File: src/rtl/core/rwlm_pkg.sv
// ============================================================================
// rwlm_pkg: shared types and constants of the region weighted luma meter
// Field widths, register indexes and the request type that travels from the
// pixel classifier to the accumulator.
// ============================================================================
package rwlm_pkg;

    localparam int LUMA_BITS      = 8;
    localparam int DIM_BITS       = 12;
    localparam int PCT_BITS       = 7;
    localparam int MEAN_BITS      = 16;
    localparam int SUM_BITS       = 32;
    localparam int COUNT_BITS     = 25;
    localparam int CFG_INDEX_BITS = 2;

    localparam int QUEUE_DEPTH = 4;
    localparam int QPTR_BITS   = 2;
    localparam int QCNT_BITS   = 3;

    // Configuration register indexes
    localparam logic [CFG_INDEX_BITS-1:0] REG_FRAME_WIDTH  = 2'd0;
    localparam logic [CFG_INDEX_BITS-1:0] REG_FRAME_HEIGHT = 2'd1;
    localparam logic [CFG_INDEX_BITS-1:0] REG_FOCUS_WEIGHT = 2'd2;

    // One classified pixel
    typedef struct packed {
        logic [LUMA_BITS-1:0] luma;      // full-range value
        logic                 in_window; // pixel lies in the focus window
        logic                 clear;     // first pixel of a frame
        logic                 last;      // last pixel of a frame
    } pix_req_t;

endpackage

File: src/rtl/core/rwlm_front.sv
// ============================================================================
// rwlm_front: pixel classifier
// Tracks column and row, latches the focus window bounds, expands luma to
// full range and tags each pixel with its region and frame marks.
// ============================================================================
module rwlm_front #(
    parameter int COORD_BITS = 12
) (
    input  logic                              clk,
    input  logic                              rst_n,
    input  logic [rwlm_pkg::DIM_BITS-1:0]     frame_width,
    input  logic [rwlm_pkg::DIM_BITS-1:0]     frame_height,
    input  logic                              in_valid,
    output logic                              in_ready,
    input  logic [rwlm_pkg::LUMA_BITS-1:0]    luma,
    input  logic                              frame_start,
    output logic                              push,
    output rwlm_pkg::pix_req_t                push_req,
    input  logic                              queue_full
);

    localparam int XW = (COORD_BITS > rwlm_pkg::DIM_BITS) ? COORD_BITS : rwlm_pkg::DIM_BITS;
    localparam logic [XW-1:0] COORD_MAX = XW'((1 << COORD_BITS) - 1);
    localparam int RECIP_SHIFT = 17;
    localparam int PW = COORD_BITS + 1 + RECIP_SHIFT;
    localparam logic [14:0] DIV5_MUL  = 15'd26215;
    localparam logic [14:0] DIV10_MUL = 15'd13108;

    // floor((v-16)*255/219) clamped to 255; /219 by reciprocal 2^24 scale
    function automatic logic [rwlm_pkg::LUMA_BITS-1:0] expand(
        input logic [rwlm_pkg::LUMA_BITS-1:0] v
    );
        logic [15:0] scaled;
        logic [32:0] prod;
        logic [8:0]  q;
        scaled = 16'(v - 8'd16) * 16'd255;
        prod   = 33'(scaled) * 33'd76609;
        q      = prod[32:24];
        if (v <= 8'd16)
        begin
            expand = '0;
        end
        else if (q > 9'd255)
        begin
            expand = 8'd255;
        end
        else
        begin
            expand = q[7:0];
        end
    endfunction

    logic [COORD_BITS-1:0] column_reg, column_next;
    logic [COORD_BITS-1:0] row_reg, row_next;
    logic [COORD_BITS-1:0] x1_reg, x2_reg, y1_reg, y2_reg;

    logic [XW-1:0]         w_ext, h_ext;
    logic [COORD_BITS-1:0] w_eff, h_eff;
    logic [PW-1:0]         fw_prod, fh_prod, gap_prod;
    logic [COORD_BITS-1:0] fw, fh, gap, nx1, nx2, ny1, ny2;
    logic [COORD_BITS-1:0] col_cur, row_cur, cx1, cx2, cy1, cy2;
    logic                  in_window, row_end, frame_end, relatch;

    always_comb
    begin
        w_ext = XW'(frame_width);
        h_ext = XW'(frame_height);
        w_eff = (w_ext > COORD_MAX) ? COORD_MAX[COORD_BITS-1:0] : w_ext[COORD_BITS-1:0];
        h_eff = (h_ext > COORD_MAX) ? COORD_MAX[COORD_BITS-1:0] : h_ext[COORD_BITS-1:0];
    end

    // Window bounds from the current dimensions (constant divides by reciprocal)
    always_comb
    begin
        fw_prod  = PW'({w_eff, 1'b0}) * PW'(DIV5_MUL);
        fh_prod  = PW'({h_eff, 1'b0}) * PW'(DIV5_MUL);
        gap_prod = PW'(h_eff) * PW'(DIV10_MUL);
        fw  = fw_prod[RECIP_SHIFT +: COORD_BITS];
        fh  = fh_prod[RECIP_SHIFT +: COORD_BITS];
        gap = gap_prod[RECIP_SHIFT +: COORD_BITS];
        nx1 = COORD_BITS'((w_eff - fw) >> 1);
        nx2 = nx1 + fw;
        ny2 = h_eff - gap;
        ny1 = ny2 - fh;
    end

    always_comb
    begin
        col_cur   = frame_start ? '0 : column_reg;
        row_cur   = frame_start ? '0 : row_reg;
        cx1       = frame_start ? nx1 : x1_reg;
        cx2       = frame_start ? nx2 : x2_reg;
        cy1       = frame_start ? ny1 : y1_reg;
        cy2       = frame_start ? ny2 : y2_reg;
        in_window = (col_cur >= cx1) && (col_cur < cx2) &&
                    (row_cur >= cy1) && (row_cur < cy2);
        row_end   = ({1'b0, col_cur} + 1'b1) >= {1'b0, w_eff};
        frame_end = row_end && (({1'b0, row_cur} + 1'b1) >= {1'b0, h_eff});
        relatch   = push && (frame_start || frame_end);
    end

    assign in_ready = !queue_full;
    assign push     = in_valid && in_ready;

    always_comb
    begin
        push_req.luma      = expand(luma);
        push_req.in_window = in_window;
        push_req.clear     = frame_start;
        push_req.last      = frame_end;
    end

    always_comb
    begin
        column_next = column_reg;
        row_next    = row_reg;
        if (push)
        begin
            if (row_end)
            begin
                column_next = '0;
                row_next    = frame_end ? '0 : COORD_BITS'(row_cur + 1'b1);
            end
            else
            begin
                column_next = COORD_BITS'(col_cur + 1'b1);
                row_next    = row_cur;
            end
        end
    end

    always_ff @(posedge clk or negedge rst_n)
    begin
        if (!rst_n)
        begin
            column_reg <= '0;
            row_reg    <= '0;
            x1_reg     <= '0;
            x2_reg     <= '0;
            y1_reg     <= '0;
            y2_reg     <= '0;
        end
        else
        begin
            column_reg <= column_next;
            row_reg    <= row_next;
            if (relatch)
            begin
                x1_reg <= nx1;
                x2_reg <= nx2;
                y1_reg <= ny1;
                y2_reg <= ny2;
            end
        end
    end

endmodule

File: src/rtl/core/rwlm_queue.sv
// ============================================================================
// rwlm_queue: request queue
// Short first-in first-out buffer between the classifier and the accumulator.
// ============================================================================
module rwlm_queue (
    input  logic                clk,
    input  logic                rst_n,
    input  logic                push,
    input  rwlm_pkg::pix_req_t  push_req,
    output logic                full,
    output logic                head_valid,
    output rwlm_pkg::pix_req_t  head_req,
    input  logic                pop
);

    rwlm_pkg::pix_req_t                  slot_reg [rwlm_pkg::QUEUE_DEPTH];
    logic [rwlm_pkg::QPTR_BITS-1:0]      wr_ptr_reg, rd_ptr_reg;
    logic [rwlm_pkg::QCNT_BITS-1:0]      count_reg;

    assign full       = (count_reg == rwlm_pkg::QCNT_BITS'(rwlm_pkg::QUEUE_DEPTH));
    assign head_valid = (count_reg != '0);
    assign head_req   = slot_reg[rd_ptr_reg];

    always_ff @(posedge clk)
    begin
        if (push)
        begin
            slot_reg[wr_ptr_reg] <= push_req;
        end
    end

    always_ff @(posedge clk or negedge rst_n)
    begin
        if (!rst_n)
        begin
            wr_ptr_reg <= '0;
            rd_ptr_reg <= '0;
            count_reg  <= '0;
        end
        else
        begin
            if (push)
            begin
                wr_ptr_reg <= wr_ptr_reg + 1'b1;
            end
            if (pop)
            begin
                rd_ptr_reg <= rd_ptr_reg + 1'b1;
            end
            if (push && !pop)
            begin
                count_reg <= count_reg + 1'b1;
            end
            else if (pop && !push)
            begin
                count_reg <= count_reg - 1'b1;
            end
        end
    end

endmodule

File: src/rtl/core/rwlm_back.sv
// ============================================================================
// rwlm_back: accumulator and result sequencer
// Sums luma and counts pixels per region; at frame end snapshots the totals,
// runs two shared restoring divisions and the weighted blend.
// ============================================================================
module rwlm_back (
    input  logic                              clk,
    input  logic                              rst_n,
    input  logic [rwlm_pkg::PCT_BITS-1:0]     focus_weight_pct,
    input  logic                              head_valid,
    input  rwlm_pkg::pix_req_t                head_req,
    output logic                              pop,
    output logic                              out_valid,
    input  logic                              out_ready,
    output logic [rwlm_pkg::MEAN_BITS-1:0]    weighted_luma,
    output logic [rwlm_pkg::MEAN_BITS-1:0]    focus_mean,
    output logic [rwlm_pkg::MEAN_BITS-1:0]    background_mean
);

    localparam int SB = rwlm_pkg::SUM_BITS;
    localparam int CB = rwlm_pkg::COUNT_BITS;
    localparam int MB = rwlm_pkg::MEAN_BITS;
    localparam int DQ_BITS   = SB + 8;
    localparam int STEP_BITS = $clog2(DQ_BITS);
    localparam logic [STEP_BITS-1:0] LAST_STEP = STEP_BITS'(DQ_BITS - 1);
    localparam int PROD_BITS  = MB + rwlm_pkg::PCT_BITS;
    localparam int DIV100_SH  = 30;
    localparam int SCALE_BITS = PROD_BITS + 24;
    localparam logic [23:0] DIV100_MUL = 24'd10737419;
    localparam logic [rwlm_pkg::PCT_BITS-1:0] PCT_FULL = 7'd100;

    localparam logic [2:0] S_IDLE  = 3'd0;
    localparam logic [2:0] S_DIVF  = 3'd1;
    localparam logic [2:0] S_DIVB  = 3'd2;
    localparam logic [2:0] S_BLEND = 3'd3;
    localparam logic [2:0] S_SCALE = 3'd4;

    logic [2:0]           state_reg;
    logic [STEP_BITS-1:0] step_reg;
    logic                 out_valid_reg;
    logic [SB-1:0]        fsum_reg, bsum_reg, snap_bsum_reg;
    logic [CB-1:0]        fcnt_reg, bcnt_reg, snap_bcnt_reg, divisor_reg;
    logic [DQ_BITS-1:0]   dq_reg;
    logic [CB-1:0]        rem_reg;
    logic [MB-1:0]        fm_reg, bm_reg, blend_reg;
    logic [PROD_BITS-1:0] prod_reg;

    logic                 busy, pop_last;
    logic [SB-1:0]        fsum_add, bsum_add;
    logic [CB-1:0]        fcnt_add, bcnt_add;
    logic [CB:0]          rem_sh;
    logic                 ge;
    logic [CB-1:0]        rem_step;
    logic [DQ_BITS-1:0]   dq_step;
    logic [MB-1:0]        mean_q;
    logic [rwlm_pkg::PCT_BITS-1:0] pct_sat;
    logic [SCALE_BITS-1:0] scale_prod;

    // Hold a frame-end request until the previous result has left
    assign busy     = (state_reg != S_IDLE) || out_valid_reg;
    assign pop      = head_valid && !(head_req.last && busy);
    assign pop_last = pop && head_req.last;

    always_comb
    begin
        fsum_add = (head_req.clear ? '0 : fsum_reg) +
                   (head_req.in_window ? SB'(head_req.luma) : '0);
        bsum_add = (head_req.clear ? '0 : bsum_reg) +
                   (head_req.in_window ? '0 : SB'(head_req.luma));
        fcnt_add = (head_req.clear ? '0 : fcnt_reg) + CB'(head_req.in_window);
        bcnt_add = (head_req.clear ? '0 : bcnt_reg) + CB'(!head_req.in_window);
    end

    // One restoring division step
    always_comb
    begin
        rem_sh   = {rem_reg, dq_reg[DQ_BITS-1]};
        ge       = rem_sh >= {1'b0, divisor_reg};
        rem_step = ge ? CB'(rem_sh - {1'b0, divisor_reg}) : rem_sh[CB-1:0];
        dq_step  = {dq_reg[DQ_BITS-2:0], ge};
        if (divisor_reg == '0)
        begin
            mean_q = '0;
        end
        else if (dq_step[DQ_BITS-1:MB] != '0)
        begin
            mean_q = '1;
        end
        else
        begin
            mean_q = dq_step[MB-1:0];
        end
    end

    assign pct_sat    = (focus_weight_pct > PCT_FULL) ? PCT_FULL : focus_weight_pct;
    assign scale_prod = SCALE_BITS'(prod_reg) * SCALE_BITS'(DIV100_MUL);

    always_ff @(posedge clk or negedge rst_n)
    begin
        if (!rst_n)
        begin
            state_reg     <= S_IDLE;
            step_reg      <= '0;
            out_valid_reg <= 1'b0;
            fsum_reg      <= '0;
            bsum_reg      <= '0;
            fcnt_reg      <= '0;
            bcnt_reg      <= '0;
        end
        else
        begin
            if (pop)
            begin
                fsum_reg <= head_req.last ? '0 : fsum_add;
                bsum_reg <= head_req.last ? '0 : bsum_add;
                fcnt_reg <= head_req.last ? '0 : fcnt_add;
                bcnt_reg <= head_req.last ? '0 : bcnt_add;
            end
            if (out_valid_reg && out_ready)
            begin
                out_valid_reg <= 1'b0;
            end
            case (state_reg)
                S_IDLE:
                begin
                    if (pop_last)
                    begin
                        state_reg <= S_DIVF;
                        step_reg  <= '0;
                    end
                end
                S_DIVF:
                begin
                    step_reg <= (step_reg == LAST_STEP) ? '0 : step_reg + 1'b1;
                    if (step_reg == LAST_STEP)
                    begin
                        state_reg <= S_DIVB;
                    end
                end
                S_DIVB:
                begin
                    step_reg <= (step_reg == LAST_STEP) ? '0 : step_reg + 1'b1;
                    if (step_reg == LAST_STEP)
                    begin
                        state_reg <= S_BLEND;
                    end
                end
                S_BLEND:
                begin
                    state_reg <= S_SCALE;
                end
                S_SCALE:
                begin
                    state_reg     <= S_IDLE;
                    out_valid_reg <= 1'b1;
                end
                default:
                begin
                    state_reg <= S_IDLE;
                end
            endcase
        end
    end

    always_ff @(posedge clk)
    begin
        case (state_reg)
            S_IDLE:
            begin
                if (pop_last)
                begin
                    dq_reg        <= {fsum_add, 8'd0};
                    rem_reg       <= '0;
                    divisor_reg   <= fcnt_add;
                    snap_bsum_reg <= bsum_add;
                    snap_bcnt_reg <= bcnt_add;
                end
            end
            S_DIVF:
            begin
                if (step_reg == LAST_STEP)
                begin
                    fm_reg      <= mean_q;
                    dq_reg      <= {snap_bsum_reg, 8'd0};
                    rem_reg     <= '0;
                    divisor_reg <= snap_bcnt_reg;
                end
                else
                begin
                    dq_reg  <= dq_step;
                    rem_reg <= rem_step;
                end
            end
            S_DIVB:
            begin
                if (step_reg == LAST_STEP)
                begin
                    bm_reg <= mean_q;
                end
                else
                begin
                    dq_reg  <= dq_step;
                    rem_reg <= rem_step;
                end
            end
            S_BLEND:
            begin
                prod_reg <= PROD_BITS'(fm_reg) * PROD_BITS'(pct_sat) +
                            PROD_BITS'(bm_reg) * PROD_BITS'(PCT_FULL - pct_sat);
            end
            S_SCALE:
            begin
                blend_reg <= scale_prod[DIV100_SH +: MB];
            end
            default:
            begin
            end
        endcase
    end

    assign out_valid       = out_valid_reg;
    assign weighted_luma   = blend_reg;
    assign focus_mean      = fm_reg;
    assign background_mean = bm_reg;

    // A pending result never overlaps a running computation
    a_no_overlap: assert property (@(posedge clk) disable iff (!rst_n)
        (state_reg != S_IDLE) |-> !out_valid_reg)
        else $error("result pending while a frame is being computed");

    // The focus division hands over to the background division
    a_div_order: assert property (@(posedge clk) disable iff (!rst_n)
        (state_reg == S_DIVF && step_reg == LAST_STEP) |=> (state_reg == S_DIVB))
        else $error("background division did not follow focus division");

    // A result appears only out of the scaling step
    a_result_src: assert property (@(posedge clk) disable iff (!rst_n)
        $rose(out_valid_reg) |-> ($past(state_reg) == S_SCALE))
        else $error("result raised outside the scaling step");

endmodule

File: src/rtl/core/region_weighted_luma_meter.sv
// ============================================================================
// region_weighted_luma_meter: center weighted exposure meter
// Measures mean full-range luma of a focus window and of the background per
// frame and blends them by a programmable percent weight, in Q8.8.
// ============================================================================
//
//  channel   direction  handshake          payload
//  -------   ---------  -----------------  --------------------------------
//  s_*       in         s_tvalid/s_tready  tdata: luma; tuser: frame_start
//  m_*       out        m_tvalid/m_tready  tdata: weighted, focus, background
//  cfg_*     in         cfg_we (no wait)   cfg_index, cfg_data
//
//  One pixel a clock is taken while the four-entry request queue has room,
//  and the accumulator drains one request a clock unless a frame-end request is held.
//  The last pixel of a frame starts two 40-step divisions, then the blend and
//  scale steps; pixels of the next frame keep flowing meanwhile, and
//  only the next frame-end request waits until the result has been taken.
//  A stalled result holds in the output register; a full queue drops s_tready.
//  Reset clears counters, window bounds, sums and the queue and loads the
//  registers with 640, 480 and 80.
//
module region_weighted_luma_meter #(
    parameter int COORD_BITS = 12
) (
    input  logic                                    clk,
    input  logic                                    rst_n,
    // configuration write port
    input  logic                                    cfg_we,
    input  logic [rwlm_pkg::CFG_INDEX_BITS-1:0]     cfg_index,
    input  logic [rwlm_pkg::DIM_BITS-1:0]           cfg_data,
    // pixel stream
    input  logic                                    s_tvalid,
    output logic                                    s_tready,
    input  logic [7:0]                              s_tdata,  // [7:0] luma
    input  logic                                    s_tuser,  // [0] frame_start
    // result stream
    output logic                                    m_tvalid,
    input  logic                                    m_tready,
    // [15:0] weighted_luma, [31:16] focus_mean, [47:32] background_mean
    output logic [47:0]                             m_tdata
);

    logic [rwlm_pkg::DIM_BITS-1:0]  frame_width_reg;
    logic [rwlm_pkg::DIM_BITS-1:0]  frame_height_reg;
    logic [rwlm_pkg::PCT_BITS-1:0]  focus_weight_reg;

    logic                           push, queue_full, head_valid, pop;
    rwlm_pkg::pix_req_t             push_req, head_req;
    logic [rwlm_pkg::MEAN_BITS-1:0] weighted_luma, focus_mean, background_mean;

    // Configuration registers; writes beyond the list are dropped
    always_ff @(posedge clk or negedge rst_n)
    begin
        if (!rst_n)
        begin
            frame_width_reg  <= 12'd640;
            frame_height_reg <= 12'd480;
            focus_weight_reg <= 7'd80;
        end
        else if (cfg_we)
        begin
            case (cfg_index)
                rwlm_pkg::REG_FRAME_WIDTH:  frame_width_reg  <= cfg_data;
                rwlm_pkg::REG_FRAME_HEIGHT: frame_height_reg <= cfg_data;
                rwlm_pkg::REG_FOCUS_WEIGHT:
                begin
                    focus_weight_reg <= cfg_data[rwlm_pkg::PCT_BITS-1:0];
                end
                default:
                begin
                end
            endcase
        end
    end

    // Classify each pixel: position, region and frame marks
    rwlm_front #(
        .COORD_BITS (COORD_BITS)
    ) u_front (
        .clk          (clk),
        .rst_n        (rst_n),
        .frame_width  (frame_width_reg),
        .frame_height (frame_height_reg),
        .in_valid     (s_tvalid),
        .in_ready     (s_tready),
        .luma         (s_tdata[rwlm_pkg::LUMA_BITS-1:0]),
        .frame_start  (s_tuser),
        .push         (push),
        .push_req     (push_req),
        .queue_full   (queue_full)
    );

    // Decouple classification from accumulation and result math
    rwlm_queue u_queue (
        .clk        (clk),
        .rst_n      (rst_n),
        .push       (push),
        .push_req   (push_req),
        .full       (queue_full),
        .head_valid (head_valid),
        .head_req   (head_req),
        .pop        (pop)
    );

    // Accumulate, divide and blend
    rwlm_back u_back (
        .clk              (clk),
        .rst_n            (rst_n),
        .focus_weight_pct (focus_weight_reg),
        .head_valid       (head_valid),
        .head_req         (head_req),
        .pop              (pop),
        .out_valid        (m_tvalid),
        .out_ready        (m_tready),
        .weighted_luma    (weighted_luma),
        .focus_mean       (focus_mean),
        .background_mean  (background_mean)
    );

    assign m_tdata = {background_mean, focus_mean, weighted_luma};

endmodule
File: config.mk
export PLATFORM = sky130hd
export DESIGN_NAME = region_weighted_luma_meter
export DESIGN_NICKNAME = d
export VERILOG_FILES = /design/src/rtl/core/rwlm_pkg.sv /design/src/rtl/core/rwlm_front.sv /design/src/rtl/core/rwlm_queue.sv /design/src/rtl/core/rwlm_back.sv /design/src/rtl/core/region_weighted_luma_meter.sv
export SDC_FILE = /design/constraint.sdc
export NUM_CORES = 2
export LEC_CHECK = 0
export BUFFER_PORTS_ARGS = -buffer_cell sky130_fd_sc_hd__buf_2
export CAP_MARGIN = 25
export CORE_UTILIZATION = 35
export CTS_BUF_LIST = sky130_fd_sc_hd__clkbuf_8
export DETAILED_ROUTE_END_ITERATION = 8
export RECOVER_POWER = 50
export SLEW_MARGIN = 20
export SYNTH_ARGS = -nofsm -noshare
export SYNTH_HDL_FRONTEND = slang
export SYNTH_SLANG_ARGS = --single-unit
File: constraint.sdc
create_clock -name clk -period 22.5 [get_ports clk]
set_clock_uncertainty 0.1 [all_clocks]
set_input_delay 2.25 -clock clk [delete_from_list [all_inputs] [get_ports clk]]
set_output_delay 2.25 -clock clk [all_outputs]
set_load 0.01 [all_outputs]
==> reports/qor.yml <==
outcome:
  status: "complete, but fails checks"
  violations: "capacitance limit, slew limit"
floorplanning:
  num_io_pins: 78
  fp.dieH_um: 408
  core_area_sq_mm: 0.163
  start_util: 0.354
  dieArea_sq_mm: 0.167
  die_x_um: 408
  rows: 148
timing:
  tightest_slew_ps: 4860
  fin_setup_tns_ps: 0
  drv_slew: 562
  fin_crit_ps: 12550
  slew_headroom: -2.24
  finalCritPeriodShare: 0.558
  rsz0062_at_grt: "false"
  fmax_mhz: 79.7
  finalHoldViolations: 0
  setup_viol: 0
setup_path:
  start_kind: "primary input"
  crit_fanout: 7
  cp_data_required_time_ps: 22860
  critical_path_arrival_ps: 12910
  reg2reg_slack_ps: 12600
  crit_path_end_kind: "flop"
  crit_slowest_cell: "fa_1"
  path_class: "in2reg"
  critPathMaxStageDelay_ps: 570
drt:
  wl_um: 133000
  drtIter0Drc: 2055
  ant_nets: 0
  vias_per_cell: 4.86
  drc: 0
  num_vias: 39300
  route.detailed.wl_per_inst_um: 16.4
  drt_pre_antenna_iters: 8
cts:
  root_buffer: "clkbuf_8"
  post-cts-setup-buffers: 0
  cts_buffer_depth: 3
  clkTransAtPathRegs_ps: 60
  clock-sinks: 495
  h-tree-depth: 3
  numCtsBuffers: 83
  clock_latency_ps: 770
  cts_resized: 0
  ctsHoldBuffers: 0
  cts_tree: "yes"
logic_synthesis:
  synth.distinct_cells: 98
  synthAdderAreaFrac: 0.418
  yosys.area_share.simple: 0.104
  synth_compound_area_frac: 0.0898
  synthTopCellsByCount: "inv_1 (1090), ha_1 (841), fa_1 (681), nand2_1 (503), edfxtp_1 (262)"
  synth_xor_area_frac: 0.0451
  synth_top_family_by_area: "adder cells"
  ys_seq_area_frac: 0.237
  yosysMostFrequentCell: "inv_1"
  synthMuxAreaShare: 0.0238
  synth_enable_flop_cells: 262
  synth_ff_type: "edfxtp_1"
  ys_ff_latch: 495
  syn_inst: 5746
  yosys.area.top_type_share: 0.236
  syn_avg_cell_area_sq_um: 10.1
  synthTopCellsByArea: "fa_1 (24%), ha_1 (18%), edfxtp_1 (14%), dfrtp_1 (9.7%), inv_1 (7.1%)"
  netlist_area_sq_mm: 0.0578
  yosysWarnings: 0
  async_flop_share: 0.471
  yosys.area.top_type: "fa_1"
grt:
  grt_usage: 0.163
  overflow: 0
  antenna_found_initial: 2
  grt_max_degree: 104
  first_global_vias: 41900
  grt_pass1_wl_um: 221000
hold_path:
  hold_path_class: "reg2reg"
placement:
  place.gp.congestion: 0.862
  io_buffer_count: 77
  post-dp-hpwl_um: 107000
flow_run:
  drv_cap: 10
finish:
  num-nets-final: 7387
  drive_above_1_share: 0.0576
  area_growth_pct: 8.09
  largest_register_ff_count: 44
[through the flow]
step / setup WS (ps) / hold WS, ps / area, sq um / cells / utilization
after CTS: 9900 / 386 / 62600 / 8081 / 0.383
final: 9950 / 379 / 62500 / 8083 / 0.383
after global routing: 9010 / 407 / 62500 / 8083 / 0.383
after detailed placement: 9060 / 364 / 60900 / 7926 / 0.373
after floorplan: 10590 / 337 / 58000 / 5786 / -
after global placement: 9210 / 360 / 60900 / 7926 / 0.373
[final cells by class]
cell class              instances  area (sq um)
clock buffers                  90          1240
well taps                    2175          2720
multi-input cells            4043         39600
clock inverters                65           463
repair buffers                122           654
inverters                    1092          4100
diodes                          1          2.50
flip-flops and latches        495         13700
fillers                     16200        101000
[placed cells by master (no fill, tap or decap), types with 14 or more instances in the layout]
master    Yosys  layout
inv_1      1090    1121
ha_1        841     841
fa_1        681     681
nand2_1     503     503
edfxtp_1    262     262
dfrtp_1     225     225
o21ai_0     225     224
nor2_1      212     207
xnor2_1     172     172
a21oi_1     163     163
nand3_1     134     134
xor2_1      118     118
a21o_1      103     103
and2_1      109     102
clkbuf_8      0      90
nor2b_1      80      79
buf_2         7      67
mux2_2       55      55
mux2i_1      53      52
and3_1       51      51
conb_1        2      42
nor3_1       41      41
o31ai_1      39      39
nand4_1      32      32
buf_4         0      30
o21a_1       26      26
o21bai_1     26      26
clkbuf_1    129      25
nand2b_1     24      24
a22oi_1      21      21
a32o_1       21      21
or3_1        20      20
a22o_1       18      18
a211oi_1     18      17
nor4_1       17      17
or2_2        15      14
[worst paths after layout]
path	startpoint	endpoint	cells after the start
min in group asynchronous	rst_n	u_back.out_valid$_DFFE_PN0P_	1
max reg2reg	frame_width_reg[10]$_DFFE_PN0P_	u_queue.slot_reg[0][2]$_DFFE_PP_	43
min	u_front.x1_reg[4]$_DFFE_PN0P_	u_front.x1_reg[4]$_DFFE_PN0P_	2
max	s_tdata[4]	u_queue.slot_reg[1][3]$_DFFE_PP_	42
max in group asynchronous	rst_n	u_front.column_reg[4]$_DFFE_PN0P_	3
min reg2reg	u_front.x1_reg[4]$_DFFE_PN0P_	u_front.x1_reg[4]$_DFFE_PN0P_	2
[layer usage]
metal,part of all wire,up-vias,track usage
li1,-,19000,-
met1,0.46,19500,0.216
met2,0.48,577,0.279
met3,0.041,153,0.0214
met4,0.022,0,0.0431
met5,0,-,0
[critical path: cells and delay by family]
| kind | cells | cell delay [ps] |
|---|---|---|
| compound gates | 14 | 2830 |
| buf+inv | 8 | 810 |
| fa+ha+maj | 12 | 5160 |
| xor+xnor | 3 | 1260 |
| simple gates | 5 | 600 |
[kinds of logic after synthesis]
logic type      after synthesis
fa+ha+maj                  1524
simple gates               1272
compound gates              794
mux                         118
xor+xnor                    293
flops                       495
buf+inv                    1248
other cells                   2
Power is left out: the tool's default activity adds up to more than one toggle a clock period on the data nets, which glitch-free logic cannot reach.
